==> config.mk <==
export PLATFORM = sky130hd
export DESIGN_NAME = url_field_splitter_core_flat
export DESIGN_NICKNAME = d
export VERILOG_FILES = /design/src/hdl/ufs_pkg.sv /design/src/hdl/ufs_in_if.sv /design/src/hdl/ufs_out_if.sv /design/src/hdl/url_field_splitter_core.sv /design/src/hdl/ufs_cfg.sv /design/src/hdl/ufs_front.sv /design/src/hdl/ufs_back.sv /design/src/flat_wrapper.sv
export SDC_FILE = /design/constraint.sdc
export NUM_CORES = 1
export LEC_CHECK = 0
export ABC_AREA = 1
export BUFFER_PORTS_ARGS = -buffer_cell sky130_fd_sc_hd__clkbuf_2
export CORE_MARGIN = 3
export CORE_UTILIZATION = 60
export CTS_CLUSTER_DIAMETER = 60
export DETAILED_ROUTE_END_ITERATION = 10
export GPL_ROUTABILITY_DRIVEN = 0
export PLACE_DENSITY = 0.8
export SYNTH_ARGS = -nofsm -noshare
export SYNTH_HDL_FRONTEND = slang
export SYNTH_HIERARCHICAL = 1
export SYNTH_SLANG_ARGS = --single-unit
==> constraint.sdc <==
create_clock -name clk_i -period 10.7 [get_ports clk_i]
set_input_delay 1.605 -clock clk_i [delete_from_list [all_inputs] [get_ports clk_i]]
set_output_delay 1.605 -clock clk_i [all_outputs]
set_load 0.01 [all_outputs]
==> src/hdl/ufs_pkg.sv <==
// ufs_pkg: shared types, constants and helper functions of the url field splitter
// no dependencies; used by every file of the block

package ufs_pkg;

  localparam int unsigned MAX_URL_LEN = 1024;
  localparam int unsigned POS_W       = $clog2(MAX_URL_LEN + 1);
  localparam int unsigned LEN_W       = 11;
  localparam int unsigned OFF_W       = 10;
  localparam int unsigned PORT_W      = 16;
  localparam int unsigned CHAR_W      = 8;

  localparam int unsigned QDEPTH = 2;
  localparam int unsigned QPTR_W = $clog2(QDEPTH);
  localparam int unsigned QCNT_W = $clog2(QDEPTH + 1);

  localparam int unsigned APB_DATA_W = 32;
  localparam int unsigned APB_ADDR_W = 3;

  localparam logic REG_DEFAULT_PORT = 1'b0;
  localparam logic REG_SECURE_PORT  = 1'b1;

  localparam logic [PORT_W-1:0] DEFAULT_PORT_RST = 16'd80;
  localparam logic [PORT_W-1:0] SECURE_PORT_RST  = 16'd443;
  localparam logic [PORT_W-1:0] PORT_MAX         = 16'hFFFF;

  localparam logic [1:0] PH_SCHEME = 2'd0;
  localparam logic [1:0] PH_AUTH   = 2'd1;
  localparam logic [1:0] PH_PATH   = 2'd2;

  localparam logic [1:0] ST_OK       = 2'd0;
  localparam logic [1:0] ST_NO_SEP   = 2'd1;
  localparam logic [1:0] ST_BAD_CRED = 2'd2;
  localparam logic [1:0] ST_LONG     = 2'd3;

  localparam logic [1:0] TAIL_NONE   = 2'd0;
  localparam logic [1:0] TAIL_PARAMS = 2'd1;
  localparam logic [1:0] TAIL_QUERY  = 2'd2;

  localparam logic [15:0] RECENT_SEP = 16'h3A2F;
  localparam int unsigned HTTPS_LEN  = 5;
  localparam int unsigned WSS_LEN    = 3;

  typedef enum logic [2:0] {
    CLS_OTHER,
    CLS_DIGIT,
    CLS_COLON,
    CLS_SLASH,
    CLS_AT,
    CLS_SEMI,
    CLS_QUEST,
    CLS_DOT
  } ufs_cls_e;

  typedef struct packed {
    logic [CHAR_W-1:0] chr;
    ufs_cls_e          cls;
    logic              last;
  } ufs_ent_t;

  typedef struct packed {
    logic [1:0]        status;
    logic [PORT_W-1:0] port_number;
    logic [LEN_W-1:0]  scheme_len;
    logic [LEN_W-1:0]  user_len;
    logic [LEN_W-1:0]  pass_len;
    logic [OFF_W-1:0]  host_start;
    logic [LEN_W-1:0]  host_len;
    logic [OFF_W-1:0]  path_start;
    logic [LEN_W-1:0]  path_len;
    logic [1:0]        tail_kind;
    logic [OFF_W-1:0]  tail_start;
    logic              host_is_ipv4;
  } ufs_res_t;

  function automatic logic [CHAR_W-1:0] https_char(input logic [2:0] idx);
    logic [CHAR_W-1:0] ch;
    case (idx)
      3'd0:    ch = 8'h68;
      3'd1:    ch = 8'h74;
      3'd2:    ch = 8'h74;
      3'd3:    ch = 8'h70;
      default: ch = 8'h73;
    endcase
    return ch;
  endfunction

  function automatic logic [CHAR_W-1:0] wss_char(input logic [1:0] idx);
    logic [CHAR_W-1:0] ch;
    case (idx)
      2'd0:    ch = 8'h77;
      default: ch = 8'h73;
    endcase
    return ch;
  endfunction

endpackage

==> src/hdl/ufs_in_if.sv <==
// ufs_in_if: byte input channel, valid/ready handshake
// depends on ufs_pkg

interface ufs_in_if;
  logic                       valid;
  logic                       ready;
  logic [ufs_pkg::CHAR_W-1:0] char_in;
  logic                       last_char;

  modport source (output valid, output char_in, output last_char, input ready);
  modport sink (input valid, input char_in, input last_char, output ready);
endinterface

==> src/hdl/ufs_out_if.sv <==
// ufs_out_if: result output channel, valid/ready handshake
// depends on ufs_pkg

interface ufs_out_if;
  logic                       valid;
  logic                       ready;
  logic [1:0]                 status;
  logic [ufs_pkg::PORT_W-1:0] port_number;
  logic [ufs_pkg::LEN_W-1:0]  scheme_len;
  logic [ufs_pkg::LEN_W-1:0]  user_len;
  logic [ufs_pkg::LEN_W-1:0]  pass_len;
  logic [ufs_pkg::OFF_W-1:0]  host_start;
  logic [ufs_pkg::LEN_W-1:0]  host_len;
  logic [ufs_pkg::OFF_W-1:0]  path_start;
  logic [ufs_pkg::LEN_W-1:0]  path_len;
  logic [1:0]                 tail_kind;
  logic [ufs_pkg::OFF_W-1:0]  tail_start;
  logic                       host_is_ipv4;

  modport source (output valid, output status, output port_number, output scheme_len,
                  output user_len, output pass_len, output host_start, output host_len,
                  output path_start, output path_len, output tail_kind, output tail_start,
                  output host_is_ipv4, input ready);
  modport sink (input valid, input status, input port_number, input scheme_len,
                input user_len, input pass_len, input host_start, input host_len,
                input path_start, input path_len, input tail_kind, input tail_start,
                input host_is_ipv4, output ready);
endinterface

==> src/hdl/url_field_splitter_core.sv <==
// url_field_splitter_core: top level of the streaming url field splitter
// depends on ufs_pkg, ufs_in_if, ufs_out_if, ufs_cfg, ufs_front and ufs_back

// The block takes one url byte per cycle on in_ch while in_ch.ready is high and, for the
// byte flagged last_char, delivers one result on out_ch giving status, port number and the
// offsets and lengths of scheme, credentials, host, path and params or query, plus a dotted
// quad flag for the host. The back stage updates the parser state per byte; the last
// byte passes through the front queue and the result register, and the next url may
// stream in while that result waits on out_ch. Bytes beyond 1024 in one url are dropped
// and report status 3. The port registers (default_port at 0x0, secure_port at 0x4)
// must be written over apb while no url is in flight; the block does not enforce it.

module url_field_splitter_core (
  input  logic                           clk_i,
  input  logic                           rst_ni,
  ufs_in_if.sink                         in_ch,
  ufs_out_if.source                      out_ch,
  input  logic                           psel,
  input  logic                           penable,
  input  logic                           pwrite,
  input  logic [ufs_pkg::APB_ADDR_W-1:0] paddr,
  input  logic [ufs_pkg::APB_DATA_W-1:0] pwdata,
  output logic [ufs_pkg::APB_DATA_W-1:0] prdata,
  output logic                           pready
);

  logic                       ent_valid;
  logic                       pop;
  ufs_pkg::ufs_ent_t          ent;
  logic [ufs_pkg::PORT_W-1:0] default_port;
  logic [ufs_pkg::PORT_W-1:0] secure_port;
  ufs_pkg::ufs_res_t          res;

  ufs_cfg u_cfg (
    .clk_i          (clk_i),
    .rst_ni         (rst_ni),
    .psel_i         (psel),
    .penable_i      (penable),
    .pwrite_i       (pwrite),
    .paddr_i        (paddr),
    .pwdata_i       (pwdata),
    .prdata_o       (prdata),
    .pready_o       (pready),
    .default_port_o (default_port),
    .secure_port_o  (secure_port)
  );

  ufs_front u_front (
    .clk_i       (clk_i),
    .rst_ni      (rst_ni),
    .in_ch       (in_ch),
    .pop_i       (pop),
    .ent_valid_o (ent_valid),
    .ent_o       (ent)
  );

  ufs_back u_back (
    .clk_i          (clk_i),
    .rst_ni         (rst_ni),
    .ent_valid_i    (ent_valid),
    .ent_i          (ent),
    .pop_o          (pop),
    .default_port_i (default_port),
    .secure_port_i  (secure_port),
    .res_valid_o    (out_ch.valid),
    .res_ready_i    (out_ch.ready),
    .res_o          (res)
  );

  assign out_ch.status       = res.status;
  assign out_ch.port_number  = res.port_number;
  assign out_ch.scheme_len   = res.scheme_len;
  assign out_ch.user_len     = res.user_len;
  assign out_ch.pass_len     = res.pass_len;
  assign out_ch.host_start   = res.host_start;
  assign out_ch.host_len     = res.host_len;
  assign out_ch.path_start   = res.path_start;
  assign out_ch.path_len     = res.path_len;
  assign out_ch.tail_kind    = res.tail_kind;
  assign out_ch.tail_start   = res.tail_start;
  assign out_ch.host_is_ipv4 = res.host_is_ipv4;

endmodule

==> src/hdl/ufs_cfg.sv <==
// ufs_cfg: apb register file holding the default and secure port numbers
// depends on ufs_pkg

module ufs_cfg (
  input  logic                           clk_i,
  input  logic                           rst_ni,
  input  logic                           psel_i,
  input  logic                           penable_i,
  input  logic                           pwrite_i,
  input  logic [ufs_pkg::APB_ADDR_W-1:0] paddr_i,
  input  logic [ufs_pkg::APB_DATA_W-1:0] pwdata_i,
  output logic [ufs_pkg::APB_DATA_W-1:0] prdata_o,
  output logic                           pready_o,
  output logic [ufs_pkg::PORT_W-1:0]     default_port_o,
  output logic [ufs_pkg::PORT_W-1:0]     secure_port_o
);

  logic [ufs_pkg::PORT_W-1:0] default_port_q, default_port_d;
  logic [ufs_pkg::PORT_W-1:0] secure_port_q, secure_port_d;
  logic                       wr_en;
  logic                       reg_sel;

  assign wr_en   = psel_i & penable_i & pwrite_i;
  assign reg_sel = paddr_i[2];

  always_comb begin
    default_port_d = default_port_q;
    secure_port_d  = secure_port_q;
    if (wr_en) begin
      case (reg_sel)
        ufs_pkg::REG_DEFAULT_PORT: default_port_d = pwdata_i[ufs_pkg::PORT_W-1:0];
        ufs_pkg::REG_SECURE_PORT:  secure_port_d  = pwdata_i[ufs_pkg::PORT_W-1:0];
        default: ;
      endcase
    end
  end

  always_ff @(posedge clk_i or negedge rst_ni) begin
    if (!rst_ni) begin
      default_port_q <= ufs_pkg::DEFAULT_PORT_RST;
      secure_port_q  <= ufs_pkg::SECURE_PORT_RST;
    end else begin
      default_port_q <= default_port_d;
      secure_port_q  <= secure_port_d;
    end
  end

  always_comb begin
    case (reg_sel)
      ufs_pkg::REG_DEFAULT_PORT: prdata_o = ufs_pkg::APB_DATA_W'(default_port_q);
      ufs_pkg::REG_SECURE_PORT:  prdata_o = ufs_pkg::APB_DATA_W'(secure_port_q);
      default:                   prdata_o = '0;
    endcase
  end

  assign pready_o       = 1'b1;
  assign default_port_o = default_port_q;
  assign secure_port_o  = secure_port_q;

endmodule

==> src/hdl/ufs_front.sv <==
// ufs_front: accepts url bytes, classifies them and holds them in a short queue
// depends on ufs_pkg and ufs_in_if

module ufs_front (
  input  logic              clk_i,
  input  logic              rst_ni,
  ufs_in_if.sink            in_ch,
  input  logic              pop_i,
  output logic              ent_valid_o,
  output ufs_pkg::ufs_ent_t ent_o
);

  ufs_pkg::ufs_ent_t          ent_q [ufs_pkg::QDEPTH];
  logic [ufs_pkg::QPTR_W-1:0] wptr_q, wptr_d;
  logic [ufs_pkg::QPTR_W-1:0] rptr_q, rptr_d;
  logic [ufs_pkg::QCNT_W-1:0] cnt_q, cnt_d;
  logic                       push;
  logic                       pop;
  ufs_pkg::ufs_ent_t          new_ent;

  function automatic ufs_pkg::ufs_cls_e classify(input logic [ufs_pkg::CHAR_W-1:0] c);
    ufs_pkg::ufs_cls_e k;
    if (c >= 8'h30 && c <= 8'h39) k = ufs_pkg::CLS_DIGIT;
    else begin
      case (c)
        8'h3A:   k = ufs_pkg::CLS_COLON;
        8'h2F:   k = ufs_pkg::CLS_SLASH;
        8'h40:   k = ufs_pkg::CLS_AT;
        8'h3B:   k = ufs_pkg::CLS_SEMI;
        8'h3F:   k = ufs_pkg::CLS_QUEST;
        8'h2E:   k = ufs_pkg::CLS_DOT;
        default: k = ufs_pkg::CLS_OTHER;
      endcase
    end
    return k;
  endfunction

  assign in_ch.ready = (cnt_q != ufs_pkg::QCNT_W'(ufs_pkg::QDEPTH));
  assign push        = in_ch.valid & in_ch.ready;
  assign pop         = pop_i & ent_valid_o;

  assign new_ent.chr  = in_ch.char_in;
  assign new_ent.cls  = classify(in_ch.char_in);
  assign new_ent.last = in_ch.last_char;

  always_comb begin
    wptr_d = wptr_q;
    rptr_d = rptr_q;
    cnt_d  = cnt_q;
    if (push) wptr_d = wptr_q + ufs_pkg::QPTR_W'(1);
    if (pop) rptr_d = rptr_q + ufs_pkg::QPTR_W'(1);
    if (push && !pop) cnt_d = cnt_q + ufs_pkg::QCNT_W'(1);
    else if (pop && !push) cnt_d = cnt_q - ufs_pkg::QCNT_W'(1);
  end

  always_ff @(posedge clk_i or negedge rst_ni) begin
    if (!rst_ni) begin
      wptr_q <= '0;
      rptr_q <= '0;
      cnt_q  <= '0;
    end else begin
      wptr_q <= wptr_d;
      rptr_q <= rptr_d;
      cnt_q  <= cnt_d;
    end
  end

  always_ff @(posedge clk_i) begin
    if (push) ent_q[wptr_q] <= new_ent;
  end

  assign ent_valid_o = (cnt_q != '0);
  assign ent_o       = ent_q[rptr_q];

endmodule

==> src/hdl/ufs_back.sv <==
// ufs_back: per-byte parser state, result assembly and output register
// depends on ufs_pkg

module ufs_back (
  input  logic                       clk_i,
  input  logic                       rst_ni,
  input  logic                       ent_valid_i,
  input  ufs_pkg::ufs_ent_t          ent_i,
  output logic                       pop_o,
  input  logic [ufs_pkg::PORT_W-1:0] default_port_i,
  input  logic [ufs_pkg::PORT_W-1:0] secure_port_i,
  output logic                       res_valid_o,
  input  logic                       res_ready_i,
  output ufs_pkg::ufs_res_t          res_o
);

  localparam int unsigned PW = ufs_pkg::POS_W;

  typedef struct packed {
    logic [1:0]                 phase;
    logic [15:0]                recent;
    logic [PW-1:0]              pos;
    logic                       too_long;
    logic [ufs_pkg::PORT_W-1:0] port0;
    logic [ufs_pkg::PORT_W-1:0] port1;
    logic                       run1;
    logic                       run2;
    logic                       c1;
    logic                       at;
    logic                       c2;
    logic                       semi;
    logic                       quest;
    logic [PW-1:0]              o_send;
    logic [PW-1:0]              o_auth;
    logic [PW-1:0]              o_c1;
    logic [PW-1:0]              o_at;
    logic [PW-1:0]              o_c2;
    logic [PW-1:0]              o_slash;
    logic [PW-1:0]              o_semi;
    logic [PW-1:0]              o_quest;
    logic [1:0]                 smatch;
    logic [4:0]                 ck0;
    logic [4:0]                 ck1;
  } ufs_st_t;

  ufs_st_t                    st_q, st_d, nx, st_clear;
  ufs_pkg::ufs_res_t          res_q, res_d, res;
  logic                       res_valid_q, res_valid_d;
  logic                       pop;
  logic [PW-1:0]              cur_pos;
  logic [ufs_pkg::CHAR_W-1:0] cur_chr;
  logic                       is_digit;
  logic                       sec;
  logic [ufs_pkg::PORT_W-1:0] dflt;
  logic [PW-1:0]              host_end;
  logic [PW-1:0]              pend;
  logic [PW-1:0]              pend_p1;
  logic [PW-1:0]              at_p1;

  function automatic logic [4:0] ck_feed(input logic [4:0] st, input ufs_pkg::ufs_cls_e cls);
    logic [1:0] g;
    logic [1:0] k;
    logic       bad;
    g   = st[1:0];
    k   = st[3:2];
    bad = st[4];
    if (cls == ufs_pkg::CLS_DIGIT) begin
      if (k == 2'd3) bad = 1'b1;
      else k = k + 2'd1;
    end else if (cls == ufs_pkg::CLS_DOT) begin
      if (k == 2'd0 || g == 2'd3) bad = 1'b1;
      else begin
        g = g + 2'd1;
        k = 2'd0;
      end
    end else begin
      bad = 1'b1;
    end
    return {bad, k, g};
  endfunction

  function automatic logic ck_final(input logic [4:0] st);
    return !st[4] && (st[1:0] == 2'd3) && (st[3:2] != 2'd0);
  endfunction

  function automatic logic [ufs_pkg::PORT_W-1:0] port_add(
    input logic [ufs_pkg::PORT_W-1:0] acc, input logic [3:0] dig);
    logic [ufs_pkg::PORT_W+3:0] v;
    v = {1'b0, acc, 3'b000} + {3'b000, acc, 1'b0} + (ufs_pkg::PORT_W+4)'(dig);
    return (v > (ufs_pkg::PORT_W+4)'(ufs_pkg::PORT_MAX)) ? ufs_pkg::PORT_MAX
                                                         : v[ufs_pkg::PORT_W-1:0];
  endfunction

  always_comb begin
    st_clear        = '0;
    st_clear.phase  = ufs_pkg::PH_SCHEME;
    st_clear.smatch = 2'b11;
  end

  assign pop      = ent_valid_i & (!ent_i.last | !res_valid_q | res_ready_i);
  assign pop_o    = pop;
  assign cur_pos  = st_q.pos;
  assign cur_chr  = ent_i.chr;
  assign is_digit = (ent_i.cls == ufs_pkg::CLS_DIGIT);

  // per-byte update
  always_comb begin
    nx = st_q;
    if (pop && !st_q.too_long) begin
      if (cur_pos == PW'(ufs_pkg::MAX_URL_LEN)) begin
        nx.too_long = 1'b1;
      end else begin
        case (st_q.phase)
          ufs_pkg::PH_SCHEME: begin
            if (cur_pos < PW'(ufs_pkg::HTTPS_LEN) &&
                cur_chr != ufs_pkg::https_char(cur_pos[2:0])) nx.smatch[0] = 1'b0;
            if (cur_pos < PW'(ufs_pkg::WSS_LEN) &&
                cur_chr != ufs_pkg::wss_char(cur_pos[1:0])) nx.smatch[1] = 1'b0;
            if (ent_i.cls == ufs_pkg::CLS_SLASH && st_q.recent == ufs_pkg::RECENT_SEP) begin
              nx.o_send = cur_pos - PW'(2);
              nx.o_auth = cur_pos + PW'(1);
              nx.phase  = ufs_pkg::PH_AUTH;
            end
          end
          ufs_pkg::PH_AUTH: begin
            if (ent_i.cls == ufs_pkg::CLS_SLASH) begin
              nx.o_slash = cur_pos;
              nx.phase   = ufs_pkg::PH_PATH;
            end else begin
              if (st_q.run1) begin
                if (is_digit) nx.port0 = port_add(st_q.port0, cur_chr[3:0]);
                else nx.run1 = 1'b0;
              end
              if (st_q.run2) begin
                if (is_digit) nx.port1 = port_add(st_q.port1, cur_chr[3:0]);
                else nx.run2 = 1'b0;
              end
              if (!st_q.c1 && ent_i.cls != ufs_pkg::CLS_COLON)
                nx.ck0 = ck_feed(st_q.ck0, ent_i.cls);
              if (st_q.at && !st_q.c2 && ent_i.cls != ufs_pkg::CLS_COLON)
                nx.ck1 = ck_feed(st_q.ck1, ent_i.cls);
              if (ent_i.cls == ufs_pkg::CLS_AT && !st_q.at) begin
                nx.at   = 1'b1;
                nx.o_at = cur_pos;
              end
              if (ent_i.cls == ufs_pkg::CLS_COLON) begin
                if (!st_q.c1) begin
                  nx.c1    = 1'b1;
                  nx.run1  = 1'b1;
                  nx.o_c1  = cur_pos;
                  nx.port0 = '0;
                end
                if (st_q.at && !st_q.c2) begin
                  nx.c2    = 1'b1;
                  nx.run2  = 1'b1;
                  nx.o_c2  = cur_pos;
                  nx.port1 = '0;
                end
              end
            end
          end
          default: begin
            if (ent_i.cls == ufs_pkg::CLS_SEMI && !st_q.semi) begin
              nx.semi   = 1'b1;
              nx.o_semi = cur_pos;
            end
            if (ent_i.cls == ufs_pkg::CLS_QUEST && !st_q.quest) begin
              nx.quest   = 1'b1;
              nx.o_quest = cur_pos;
            end
          end
        endcase
        nx.recent = {st_q.recent[7:0], cur_chr};
        nx.pos    = cur_pos + PW'(1);
      end
    end
  end

  // result assembly from the updated state
  assign at_p1 = nx.o_at + PW'(1);
  assign sec   = (nx.o_send == PW'(ufs_pkg::HTTPS_LEN) && nx.smatch[0]) ||
                 (nx.o_send == PW'(ufs_pkg::WSS_LEN) && nx.smatch[1]);
  assign dflt  = sec ? secure_port_i : default_port_i;

  always_comb begin
    res      = '0;
    host_end = '0;
    pend     = nx.pos;
    if (nx.too_long) begin
      res.status = ufs_pkg::ST_LONG;
    end else if (nx.phase == ufs_pkg::PH_SCHEME) begin
      res.status = ufs_pkg::ST_NO_SEP;
    end else if (nx.phase == ufs_pkg::PH_PATH && nx.at && (!nx.c1 || nx.o_c1 > nx.o_at)) begin
      res.status = ufs_pkg::ST_BAD_CRED;
    end else begin
      res.scheme_len = nx.o_send;
      res.host_start = nx.o_auth[ufs_pkg::OFF_W-1:0];
      if (nx.phase == ufs_pkg::PH_AUTH || !nx.at) begin
        if (nx.c1) host_end = nx.o_c1;
        else if (nx.phase == ufs_pkg::PH_AUTH) host_end = nx.pos;
        else host_end = nx.o_slash;
        res.port_number  = nx.c1 ? nx.port0 : dflt;
        res.host_len     = host_end - nx.o_auth;
        res.host_is_ipv4 = ck_final(nx.ck0);
      end else begin
        host_end         = nx.c2 ? nx.o_c2 : nx.o_slash;
        res.user_len     = nx.o_c1 - nx.o_auth;
        res.pass_len     = nx.o_at - nx.o_c1 - PW'(1);
        res.host_start   = at_p1[ufs_pkg::OFF_W-1:0];
        res.port_number  = nx.c2 ? nx.port1 : dflt;
        res.host_len     = host_end - at_p1;
        res.host_is_ipv4 = ck_final(nx.ck1);
      end
      if (nx.phase == ufs_pkg::PH_PATH) begin
        if (nx.semi) begin
          pend          = nx.o_semi;
          res.tail_kind = ufs_pkg::TAIL_PARAMS;
        end else if (nx.quest) begin
          pend          = nx.o_quest;
          res.tail_kind = ufs_pkg::TAIL_QUERY;
        end
        res.path_start = nx.o_slash[ufs_pkg::OFF_W-1:0];
        res.path_len   = pend - nx.o_slash;
        res.tail_start = (res.tail_kind != ufs_pkg::TAIL_NONE) ?
                         pend_p1[ufs_pkg::OFF_W-1:0] : '0;
      end
    end
  end

  assign pend_p1 = pend + PW'(1);

  always_comb begin
    st_d        = (pop && ent_i.last) ? st_clear : nx;
    res_d       = res_q;
    res_valid_d = res_valid_q & !res_ready_i;
    if (pop && ent_i.last) begin
      res_d       = res;
      res_valid_d = 1'b1;
    end
  end

  always_ff @(posedge clk_i or negedge rst_ni) begin
    if (!rst_ni) begin
      st_q        <= st_clear;
      res_valid_q <= 1'b0;
    end else begin
      st_q        <= st_d;
      res_valid_q <= res_valid_d;
    end
  end

  always_ff @(posedge clk_i) begin
    res_q <= res_d;
  end

  assign res_valid_o = res_valid_q;
  assign res_o       = res_q;

endmodule

==> src/flat_wrapper.sv <==
// flat-port wrapper written by rule: the top's interface ports become plain ports
module url_field_splitter_core_flat 
  (clk_i, rst_ni, psel, penable, pwrite, paddr, pwdata, prdata, pready, in_ch_valid, in_ch_char_in, in_ch_last_char, in_ch_ready, out_ch_valid, out_ch_status, out_ch_port_number, out_ch_scheme_len, out_ch_user_len, out_ch_pass_len, out_ch_host_start, out_ch_host_len, out_ch_path_start, out_ch_path_len, out_ch_tail_kind, out_ch_tail_start, out_ch_host_is_ipv4, out_ch_ready);
  ufs_in_if in_ch_i ();
  ufs_out_if out_ch_i ();
  input  logic clk_i;
  input  logic rst_ni;
  input  logic psel;
  input  logic penable;
  input  logic pwrite;
  input  logic [ufs_pkg::APB_ADDR_W-1:0] paddr;
  input  logic [ufs_pkg::APB_DATA_W-1:0] pwdata;
  output logic [ufs_pkg::APB_DATA_W-1:0] prdata;
  output logic pready;
  input wire logic [$bits(in_ch_i.valid)-1:0] in_ch_valid;
  input wire logic [$bits(in_ch_i.char_in)-1:0] in_ch_char_in;
  input wire logic [$bits(in_ch_i.last_char)-1:0] in_ch_last_char;
  output wire logic [$bits(in_ch_i.ready)-1:0] in_ch_ready;
  output wire logic [$bits(out_ch_i.valid)-1:0] out_ch_valid;
  output wire logic [$bits(out_ch_i.status)-1:0] out_ch_status;
  output wire logic [$bits(out_ch_i.port_number)-1:0] out_ch_port_number;
  output wire logic [$bits(out_ch_i.scheme_len)-1:0] out_ch_scheme_len;
  output wire logic [$bits(out_ch_i.user_len)-1:0] out_ch_user_len;
  output wire logic [$bits(out_ch_i.pass_len)-1:0] out_ch_pass_len;
  output wire logic [$bits(out_ch_i.host_start)-1:0] out_ch_host_start;
  output wire logic [$bits(out_ch_i.host_len)-1:0] out_ch_host_len;
  output wire logic [$bits(out_ch_i.path_start)-1:0] out_ch_path_start;
  output wire logic [$bits(out_ch_i.path_len)-1:0] out_ch_path_len;
  output wire logic [$bits(out_ch_i.tail_kind)-1:0] out_ch_tail_kind;
  output wire logic [$bits(out_ch_i.tail_start)-1:0] out_ch_tail_start;
  output wire logic [$bits(out_ch_i.host_is_ipv4)-1:0] out_ch_host_is_ipv4;
  input wire logic [$bits(out_ch_i.ready)-1:0] out_ch_ready;
  assign in_ch_i.valid = in_ch_valid;
  assign in_ch_i.char_in = in_ch_char_in;
  assign in_ch_i.last_char = in_ch_last_char;
  assign in_ch_ready = in_ch_i.ready;
  assign out_ch_valid = out_ch_i.valid;
  assign out_ch_status = out_ch_i.status;
  assign out_ch_port_number = out_ch_i.port_number;
  assign out_ch_scheme_len = out_ch_i.scheme_len;
  assign out_ch_user_len = out_ch_i.user_len;
  assign out_ch_pass_len = out_ch_i.pass_len;
  assign out_ch_host_start = out_ch_i.host_start;
  assign out_ch_host_len = out_ch_i.host_len;
  assign out_ch_path_start = out_ch_i.path_start;
  assign out_ch_path_len = out_ch_i.path_len;
  assign out_ch_tail_kind = out_ch_i.tail_kind;
  assign out_ch_tail_start = out_ch_i.tail_start;
  assign out_ch_host_is_ipv4 = out_ch_i.host_is_ipv4;
  assign out_ch_i.ready = out_ch_ready;
  url_field_splitter_core u_core (.clk_i(clk_i), .rst_ni(rst_ni), .in_ch(in_ch_i), .out_ch(out_ch_i), .psel(psel), .penable(penable), .pwrite(pwrite), .paddr(paddr), .pwdata(pwdata), .prdata(prdata), .pready(pready));
endmodule
* Word-level counts from Yosys, hierarchy flattened
Memories as Yosys holds them, arrays and structs flattened.
Cells that the tools add are included.
** Cells by class
- Add/subtract/negate cells :: 22
- $lt $le $gt $ge :: 7
- Eq/ne operators :: 35
- Multiplexer cells :: 120
- Bitwise operators :: 11
- Reduce and logical (&&, ||, !) cells :: 66
** Operators with widths (number)
- two-way mux 169 bit :: 2
- two-way mux 11 bit :: 22
- two-way mux 16 bit :: 12
- two-way mux 139 bit :: 1
- two-way mux 37 bit :: 2
- two-way mux 10 bit :: 7
- two-way mux 22 bit :: 3
- one-hot mux 32 bit (2 select lines) :: 1
- two-way mux 2 bit :: 28
- subtractor 11 bit :: 5
- two-way mux 8 bit :: 6
- two-way mux 44 bit :: 1
- adder 19 x 17 -> 20 bit :: 2
- adder 20 x 4 -> 20 bit :: 2
- == test 8 x 6 -> 1 bit, second input constant :: 5
- greater-than comparator 20 x 16 -> 1 bit, second input constant :: 2
- two-way mux 35 bit :: 1
- two-way mux 33 bit :: 1
- two-way mux 29 bit :: 1
- two-way mux 1 bit :: 25
- adder 11 x 1 -> 11 bit, second input constant :: 2
- logical AND 1 bit :: 22
- one-hot mux 3 bit (6 select lines) :: 1
- == test 16 x 14 -> 1 bit, second input constant :: 1
- 42 further kinds :: 106
** Word-level totals
- Bits in registers :: 312
- Memory bits (writable) :: 24
- Word-level logic and storage cells :: 305
- Memories :: 1
** Memories
- u_core.u_front.ent_q :: depth 2, width 12, rd ports 1, clocked after memory_dff 0, write ports 1, line ufs_front.sv:13 : ufs_pkg::ufs_ent_t ent_q [ufs_pkg::QDEPTH];

* Longest topological paths before layout
Gate-level depths: netlist of the first run.
An unclocked memory read counts as a cell.
- Word-level depth :: 24
- Depth in mapped cells :: 34
- Depth with buffers taken out :: 32

* Modules after synthesis
The synthesis of the first run kept the hierarchy.
** By module, submodules not included
- ufs_back :: times used 1, cells an instance 2419, area each 18646.6 µm², seq. area each 7439.6 µm²
- ufs_cfg :: times used 1, cells an instance 213, area each 1639.1 µm², seq. area each 812.0 µm²
- ufs_front :: times used 1, cells an instance 137, area each 1268.7 µm², seq. area each 820.8 µm²

* Worst setup path after synthesis of the first run
No wires, ideal clock.
- Path kind :: input-to-reg
- Start :: input port out_ch_ready
- End :: register u_core.u_back.res_q, in the netlist u_core/u_back/res_o[0], enable pin
- Arrival time :: 5.405 ns
- Setup slack :: 4.783 ns
- Stages on the path :: 8
- Buffers on the path :: 2
- Cell sequence :: inv_1 -> nand3_2 -> nand2_1 -> inv_1 -> nand2_1 -> inv_2 -> clkbuf_1 -> clkbuf_1
** Between the ends
- Cells in the longest elaborated chain, start to end :: 3
** RTL lines
- from (decl) :: line flat_wrapper.sv:32 : input wire logic [$bits(out_ch_i.ready)-1:0] out_ch_ready;
- bitwise OR 1 bit :: line ufs_back.sv:100 : assign pop = ent_valid_i & (!ent_i.last | !res_valid_q | res_ready_i);
- AND 1 bit :: line ufs_back.sv:100
- named net u_core.pop :: line url_field_splitter_core.sv:28 : logic pop;
- logical AND 1 bit :: line ufs_back.sv:236 : if (pop && ent_i.last) begin
- to (signal assigned) :: line ufs_back.sv:253 : res_q <= res_d;
- to (decl) :: line ufs_back.sv:47 : ufs_pkg::ufs_res_t res_q, res_d, res;
The timed path passes the listed nets, and every way through them passes these cells.
A chain may end at the register's enable or synchronous reset.

* Worst setup path after layout of the first run
- Start :: input port out_ch_ready
- End :: register u_core.u_back.res_q, in the netlist u_core/u_back/res_o[7], data pin
** Between the ends
- Cells in the longest elaborated chain, start to end :: 15
- Elaborated cells on any way between the ends :: 32
** RTL lines
- bitwise OR 1 bit (*) :: line ufs_back.sv:100
- AND 1 bit (*) :: line ufs_back.sv:100
- logical AND 1 bit (*) :: line ufs_back.sv:109 : if (pop && !st_q.too_long) begin
- two-way mux 169 bit (*) :: line ufs_back.sv:109
- two-way mux 11 bit :: line ufs_back.sv:218 : end else if (nx.quest) begin
- two-way mux 11 bit :: line ufs_back.sv:215 : if (nx.semi) begin
- two-way mux 11 bit :: line ufs_back.sv:214 : if (nx.phase == ufs_pkg::PH_PATH) begin
- two-way mux 11 bit :: line ufs_back.sv:193 : end else if (nx.phase == ufs_pkg::PH_PATH && nx.at && (!nx.c1 || nx.o_c1 > nx.o_at)) begin
- two-way mux 11 bit :: line ufs_back.sv:191 : end else if (nx.phase == ufs_pkg::PH_SCHEME) begin
- two-way mux 11 bit :: line ufs_back.sv:189 : if (nx.too_long) begin
- two-way mux 10 bit :: line ufs_back.sv:214
- two-way mux 10 bit :: line ufs_back.sv:193
- two-way mux 10 bit :: line ufs_back.sv:191
- two-way mux 10 bit :: line ufs_back.sv:189
- adder 10 x 1 -> 10 bit :: line ufs_back.sv:230 : assign pend_p1 = pend + PW'(1);
Mark *: on every way between the ends. The rest lies on a longest branch, timed or not. The select of a mux whose other input is x is not followed.

==> metrics.csv, run 1 <==
stage,metric,value,unit
run_status,status,finished clean,
worst_setup_path,reg2reg_depth,31,
sta,min_period_over_period,67.8,%
worst_setup_path,slowest_stage,o21ai_4,
worst_setup_path,reg2reg_slack,3470,ps
sta,rsz0062_at_grt,no,
hold_path,hold_class,reg -> reg,
flow_run,cap_viol_max_count,0,
finish,finish.net_count,3067,
worst_setup_path,cpPeakStageDelay,740,ps
drt,ant_nets,0,
synth,async_flop_share,61.3,%
sta,slew_viol_final,0,
placement,hpwl,43300,µm
placement,dp.cells,3286,
global_routing,grt_pass1_vias,18875,
worst_setup_path,startpoint_type,input port,
synth,ys_types,58,
clocking,cts_buffer_depth,3,
die,core_area,35000,µm²
sta,setup_ws,3450,ps
sta,hold_ws,463,ps
sta,fin_crit,7250,ps
placement,place_ws,3110,ps
synth,yosysSeqAreaShare,42.1,%
worst_setup_path,criticalPathCategory,in -> reg,
sta,tightest_slew,1260,ps
clocking,cts_buffers,38,
worst_setup_path,r2r-end,u_core/u_back/res_o[7],
clocking,cts_resized,0,
clocking,cts_root_buffer,clkbuf_16,
worst_setup_path,crit_top_cell,nand2_1,
worst_setup_path,endpoint,u_core/u_back/res_o[7],
pwr,max-vdd-ir-drop,208,µV
finish,n_antenna_cell,0,
drt,num_vias,19930,
clocking,clk_latency,540,ps
clocking,post-cts-setup-buffers,0,
worst_setup_path,arrival,7540,ps
synth,synth-edff-count,130,
worst_setup_path,cp-startpoint,out_ch_ready,
die,start_util,61.6,%
synth,ys.flop_type,dfrtp_1,
sta,finalSetupViolations,0,
worst_setup_path,crit_fanout,34,
die,die_x,196,µm
finish,syn2layout_area_growth,9.85,%
drt,totalWireLength,61200,µm
synth,synth_area_per_cell,7.78,µm²
die,die_h,196,µm
finish,final_cells,3356,
synth,yosysWarnings,6,
global_routing,grt_start_max_net_pins,163,
finish,post_route_cells_drive_above_1_share,10.8,%
sta,fin_setup_tns,0,ps
die,rows,68,
sta,hold_viol,0,
global_routing,grt_overflow,0,
worst_setup_path,worst-path-buf-inv,7,
clocking,cts_tree,done,
worst_setup_path,r2r-start,u_core/u_front/rptr_q,
global_routing,grt_usage,30.8,%
synth,ys_ff_latch,336,
clocking,htreeDepth,2,
sta,achievable-frequency,138,MHz
clocking,path_clk_slew,60,ps
worst_setup_path,cp_top_family,simple AND/OR/NAND/NOR gates,
die,die-area,38200,µm²
finish,final_core_util,67.7,%
global_routing,grt_first_pass_wirelength,96500,µm
clocking,cts_sinks,336,
pwr,leakage,11.8,nW
drt,post_drt_wl_per_cell,18.2,µm
global_routing,grt_antenna_before_repair,0,
drt,viasPerCell,5.94,
drt,drc_errors,0,
clocking,cts_hold_buf,0,
die,ios,192,
worst_setup_path,cp.depth,30,
worst_setup_path,cp-end-kind,register,
worst_setup_path,critical_path_required,10980,ps
sta,fin_skew,22.7,ps
synth,syn-cell-area,21600,µm²
synth,syn_inst,2769,
drt,drtIter0Drc,2246,
pwr,p_per_area,208,nW/µm²
placement,port-buffer-count,156,
drt,dr.pass1.iters,7,
sta,slew_headroom,15.3,%
-- tightest hold or removal path: cells and delay by family, from the launching register on --
kind             cells  cell delay, ps
flip-flops           1             360
AND/OR/NAND/NOR      2              90
-- final cells by class --
cell class / instances / area, µm²
inverter: 278 / 1050
clock inverter: 23 / 194
clock buffer: 47 / 1040
tap: 455 / 569
sequential: 336 / 9070
multi-input combinational: 2047 / 10900
fill: 2865 / 11300
timing repair buffer: 170 / 895
-- cells by family (layout without fill, tap and decap cells) --
logic type                 Yosys count  in the layout  synth area share [%]
AOI/OAI and AO/OA                  431            431                  10.8
xor gates and xnor gates            71             71                  2.88
adders and majority gates          145            145                  8.73
buffers and inverters              401            518                  7.88
DFF                                336            336                  42.1
muxes                                2              2                0.0929
other                                2             17                0.0348
and+or+nand+nor                   1381           1381                  27.5
-- layer usage --
metal / vias to the layer above / part of all wire [%] / track usage [%] / routed length [µm]
met5: - / 0 / 0 / 0
met4: 0 / 4.5 / 12.9 / 2740
met3: 196 / 9.8 / 4.93 / 5970
met2: 1096 / 46 / 49.9 / 28300
met1: 9348 / 39 / 41.6 / 24100
li1: 9290 / - / - / -
-- cells in the mapped netlist, drive strengths merged, types with 6 or more instances --
master    n  area share, %
edfxtp  130             18
a31oi    10           0.29
o21ai   179            4.3
dfrtp   195             23
buf      64            2.0
nand4    37            1.5
or2      13           0.38
fa        9           0.84
xnor2    29            1.2
dfstp    11            1.3
ha      136            7.9
xor2     42            1.7
a21o     10           0.35
nor2    386            7.1
o22ai    15           0.44
nand2   663             12
nor3     20           0.46
nand3   248            5.9
o21a      8           0.28
o21bai    6           0.21
a21oi   187            4.4
clkbuf   59            1.1
inv     275            4.8
-- report_power, final --
part	internal, mW	total (mW)	switching, mW
logic	0.500	1.81	1.31
registers	1.66	1.83	0.165
clock network	0.744	1.28	0.535
-- flip-flops by register name, indices dropped and copies added (netlist names) --
| signal | count |
|---|---|
| u_core/u_back/st_q | 158 |
| u_core/u_back/res_o | 106 |
| u_core/u_front/ent_q | 24 |
| u_core/u_cfg/default_port_o | 16 |
| u_core/u_cfg/secure_port_o | 16 |
| u_core/u_back/cur_pos | 11 |
| u_core/u_front/cnt_q | 2 |
| u_core/u_back/res_valid_o | 1 |
| u_core/u_front/rptr_q | 1 |
| u_core/u_front/wptr_q | 1 |
-- stage by stage --
| stage | instance area, µm² | power, mW |
|---|---|---|
| after floorplan | 21600 | 3.02 |
| after global placement | 22400 | 3.54 |
| after detailed placement | 22400 | 3.61 |
| after CTS | 23700 | 4.89 |
| after global routing | 23700 | 5.18 |
| final | 23700 | 4.92 |
-- placed cells by master, fill, tap and decap left out, types with 25 or more instances in the layout --
| cell | instances |
|---|---|
| edfxtp_1 | 130 |
| clkbuf_2 | 155 |
| nand3_1 | 245 |
| a21oi_1 | 186 |
| nor2_1 | 367 |
| inv_1 | 264 |
| o21ai_0 | 160 |
| xor2_1 | 42 |
| xnor2_1 | 29 |
| nand2_1 | 654 |
| nand4_1 | 25 |
| ha_1 | 136 |
| dfrtp_1 | 195 |
| clkbuf_16 | 40 |
-- how the worst min path moves through the flow --
stage                                               from                             end  slack [ps]  depth (start not counted)
after floorplan                   u_core/u_back/st_q[10]          u_core/u_back/st_q[10]         440                          2
after detailed placement          u_core/u_back/st_q[10]          u_core/u_back/st_q[10]         450                          2
after CTS                         u_core/u_back/st_q[10]          u_core/u_back/st_q[10]         460                          2
after global routing      u_core/u_cfg/default_port_o[6]  u_core/u_cfg/default_port_o[6]         490                          2
final                             u_core/u_back/st_q[10]          u_core/u_back/st_q[10]         460                          2
after global placement            u_core/u_back/st_q[10]          u_core/u_back/st_q[10]         450                          2
(Power assumes the default switching activity.)
==> run 2: changes to the inputs <==
ABC_AREA = 0   (was 1)
CORE_UTILIZATION = 55   (was 60)
PLACE_DENSITY = 0.78   (was 0.8)
clock period = 6 ns   (was 10.7 ns; I/O delays follow)
==> run 2 against run 1 <==
- sequential power up 69%
- synthesized cell count shrank 22%
- clock power increased by 93%
- sequential cell count unchanged
- register-to-register slack got worse by 3100 ps
- wire length fell by 4.5%
- highest routed layer unchanged
- count of clock-buffer cells in the layout grew 3
- non-clock buffer count rose by 66
==> metrics.csv, run 2 <==
stage,metric,value,unit,change
run_status,status,finished clean,,
synth,synth-edff-count,130,,unchanged
pwr,netSwitchingFraction,34.8,%,-6.1 points
global_routing,grt_first_pass_wirelength,93000,µm,-3.7%
sta,fin_setup_tns,0,ps,unchanged
worst_setup_path,arrival,5970,ps,-1570 ps
clocking,cts_sinks,336,,unchanged
drt,dr.pass1.iters,7,,unchanged
pwr,p_int,5.20,mW,+79%
finish,multiInputGateArea,11200,µm²,+3.1%
finish,ff_latch_area,9070,µm²,unchanged
synth,yosysWarnings,6,,unchanged
pwr,pwr-share-comb,30.1,%,-6.7 points
placement,dpl_cell_area,22600,µm²,+0.54%
clocking,cts_hold_buf,0,,unchanged
drt,totalWireLength,58400,µm,-4.5%
sta,rsz0062_at_grt,no,,
sta,hold_viol,0,,unchanged
sta,finalSetupViolations,0,,unchanged
synth,post-synth-top-area-cell,dfrtp_1,,
worst_setup_path,critical_path_required,6300,ps,-4680 ps
clocking,cts_buffers,39,,+2.6%
die,die_x,202,µm,+3.1%
clocking,cts_root_buffer,clkbuf_16,,
synth,syn-cell-area,21000,µm²,-2.4%
sta,slew_headroom,32.1,%,+17 points
synth,synth_most_common_cell,nor2_1,,
die,rows,71,,+4.4%
clocking,htreeDepth,2,,unchanged
drt,drtIter0Drc,1662,,-26%
synth,yosysSeqAreaShare,43.1,%,+1.0 points
pwr,p_per_area,333,nW/µm²,+60%
sta,fin_crit,5660,ps,
worst_setup_path,crit_fanout,16,,-53%
global_routing,grt_usage,28.3,%,-2.5 points
die,ios,192,,unchanged
sta,setup_ws,335,ps,-3110 ps
synth,synthTopCellsByCount,"nor2_1 (305), dfrtp_1 (195), a21oi_1 (163), nand2_1 (144), ha_1 (136)",,
drt,viasPerCell,6.14,,+3.4%
clocking,path_clk_slew,60,ps,about the same
flow_run,cap_viol_max_count,0,,unchanged
placement,port-buffer-count,156,,unchanged
finish,largest_reg_flops,158,,unchanged
placement,place_ws,246,ps,-2860 ps
sta,fin_skew,20.1,ps,-2.57 ps
synth,yosysTopAreaCellShare,23.2,%,+0.55 points
clocking,cts_resized,0,,unchanged
synth,syn_inst,2146,,-22%
finish,mostFrequentLayoutCells,"nor2_1 (304), dfrtp_1 (195), a21oi_1 (163)",,
placement,hpwl,41600,µm,-3.9%
worst_setup_path,startpoint_type,register,,
pwr,leakage,11.0,nW,-6.7%
global_routing,grt_overflow,0,,unchanged
die,core_area,37700,µm²,+7.7%
clocking,cts_tree,done,,
sta,tightest_slew,1010,ps,-243 ps
clocking,cts_buffer_depth,3,,unchanged
finish,post_route_cells_drive_above_1_share,17.0,%,+6.3 points
drt,ant_nets,0,,unchanged
global_routing,grt_pass1_vias,17415,,-7.7%
synth,ys.flop_type,dfrtp_1,,
global_routing,grt_antenna_before_repair,0,,unchanged
synth,async_flop_share,61.3,%,unchanged
hold_path,hold_class,in -> async,,
sta,min_period_over_period,94.4,%,
clocking,post-cts-setup-buffers,0,,unchanged
synth,ys_types,97,,+67%
sta,achievable-frequency,177,MHz,
finish,final_core_util,63.5,%,-4.2 points
pwr,p_sw,2.77,mW,+38%
finish,layout_commonest_cell,nor2_1,,
finish,num-fill-cells,3068,,+7.1%
pwr,seqPwrFrac,38.8,%,+1.6 points
drt,drc_errors,0,,unchanged
worst_setup_path,cp-end-kind,register,,
synth,synth_area_per_cell,9.81,µm²,+26%
finish,finish.net_count,2509,,-18%
die,die_h,202,µm,+3.1%
global_routing,grt_start_max_net_pins,113,,-31%
finish,n_antenna_cell,0,,unchanged
finish,stdcell_area,23900,µm²,+0.98%
synth,ys_ff_latch,336,,unchanged
drt,post_drt_wl_per_cell,20.5,µm,+12%
synth,yosys-top-cells-area,"dfrtp_1 (23%), edfxtp_1 (19%), ha_1 (8.1%)",,
finish,syn2layout_area_growth,13.6,%,
drt,num_vias,17531,,-12%
pwr,max-vdd-ir-drop,316,µV,+52%
die,die-area,40600,µm²,+6.3%
clocking,clk_latency,570,ps,+30 ps
finish,regMostFlops,u_core/u_back/st_q,,
die,start_util,55.9,%,-5.8 points
pwr,clkPwrFrac,31.1,%,+5.1 points
worst_setup_path,criticalPathCategory,reg -> reg,,
sta,slew_viol_final,0,,unchanged
worst_setup_path,reg2reg_slack,340,ps,-3130 ps
[run 2: final timing paths]
check | start | end | depth (start not counted)
worst max register to register | u_core/u_front/rptr_q | u_core/u_back/res_o[10] | 19
worst min register to register | u_core/u_front/cnt_q[1] | u_core/u_front/cnt_q[1] | 1
worst min-delay path | rst_ni | u_core/u_back/st_q[159] | 1
min in group clk_i | u_core/u_front/cnt_q[1] | u_core/u_front/cnt_q[1] | 1
worst max-delay path | u_core/u_front/rptr_q | u_core/u_back/res_o[10] | 19
max in group asynchronous | rst_ni | u_core/u_back/st_q[116] | 2
[run 2: critical path: stages (launching register included)]
cell and delay, ps:
dfrtp_1 500, buf_4 220, mux2_2 340, and3b_1 240
nor4_1 220, nand2_1 150, or3_1 320, buf_4 220
mux2i_1 300, inv_1 120, ha_1 350, nand4_1 190
a21oi_1 200, nor4_2 90, nor3_1 610, nor2_1 150
nor4_1 460, a41oi_1 180, a2111oi_4 420, mux2i_1 120
[run 2: layout make-up]
class | count | area share [%]
inverters | 71 | 1.15
clock inverters | 22 | 1.19
multi-input cells | 1629 | 46.8
flip-flops and latches | 336 | 37.9
repair buffers | 236 | 5.87
clock buffers | 50 | 4.39
well taps | 511 | 2.67
[run 2: cell families after synthesis]
logic type               count (synthesis)  share of synthesized area [%]
AO/OA/AOI/OAI                          458                           13.8
XOR/XNOR                               102                           4.32
adder cells (fa/ha/maj)                145                           8.94
buffers and inverters                  196                           4.20
flip-flops                             336                           43.1
multiplexers                           168                           8.56
other                                    2                         0.0357
AND/OR/NAND/NOR                        739                           17.0
[run 2: routing by layer]
| metal | wire length (µm) | vias up | global-route usage [%] | part of all wire, % |
|---|---|---|---|---|
| met1 | 23400 | 8522 | 36.8 | 40 |
| met4 | 2400 | 0 | 11.7 | 4.1 |
| met5 | 0 | - | 0 | 0 |
| li1 | - | 7996 | - | - |
| met3 | 4880 | 174 | 5.53 | 8.4 |
| met2 | 27700 | 839 | 46.8 | 47 |
[run 2: through the flow]
stage | hold slack [ps] | power (mW) | instances
floorplan | 450 | 4.68 | 2161
global placement | 469 | 5.40 | 2783
detailed placement | 483 | 5.48 | 2783
CTS | 476 | 7.99 | 2855
global route | 501 | 8.36 | 2855
finish | 446 | 7.97 | 2855
[run 2: power by group through the flow]
stage,logic [mW],clock network (mW),registers [mW]
floorplan,1.41,0,3.27
global placement,2.29,0,3.11
detailed placement,2.35,0,3.13
CTS,2.38,2.52,3.10
global route,2.60,2.62,3.14
finish,2.40,2.47,3.09
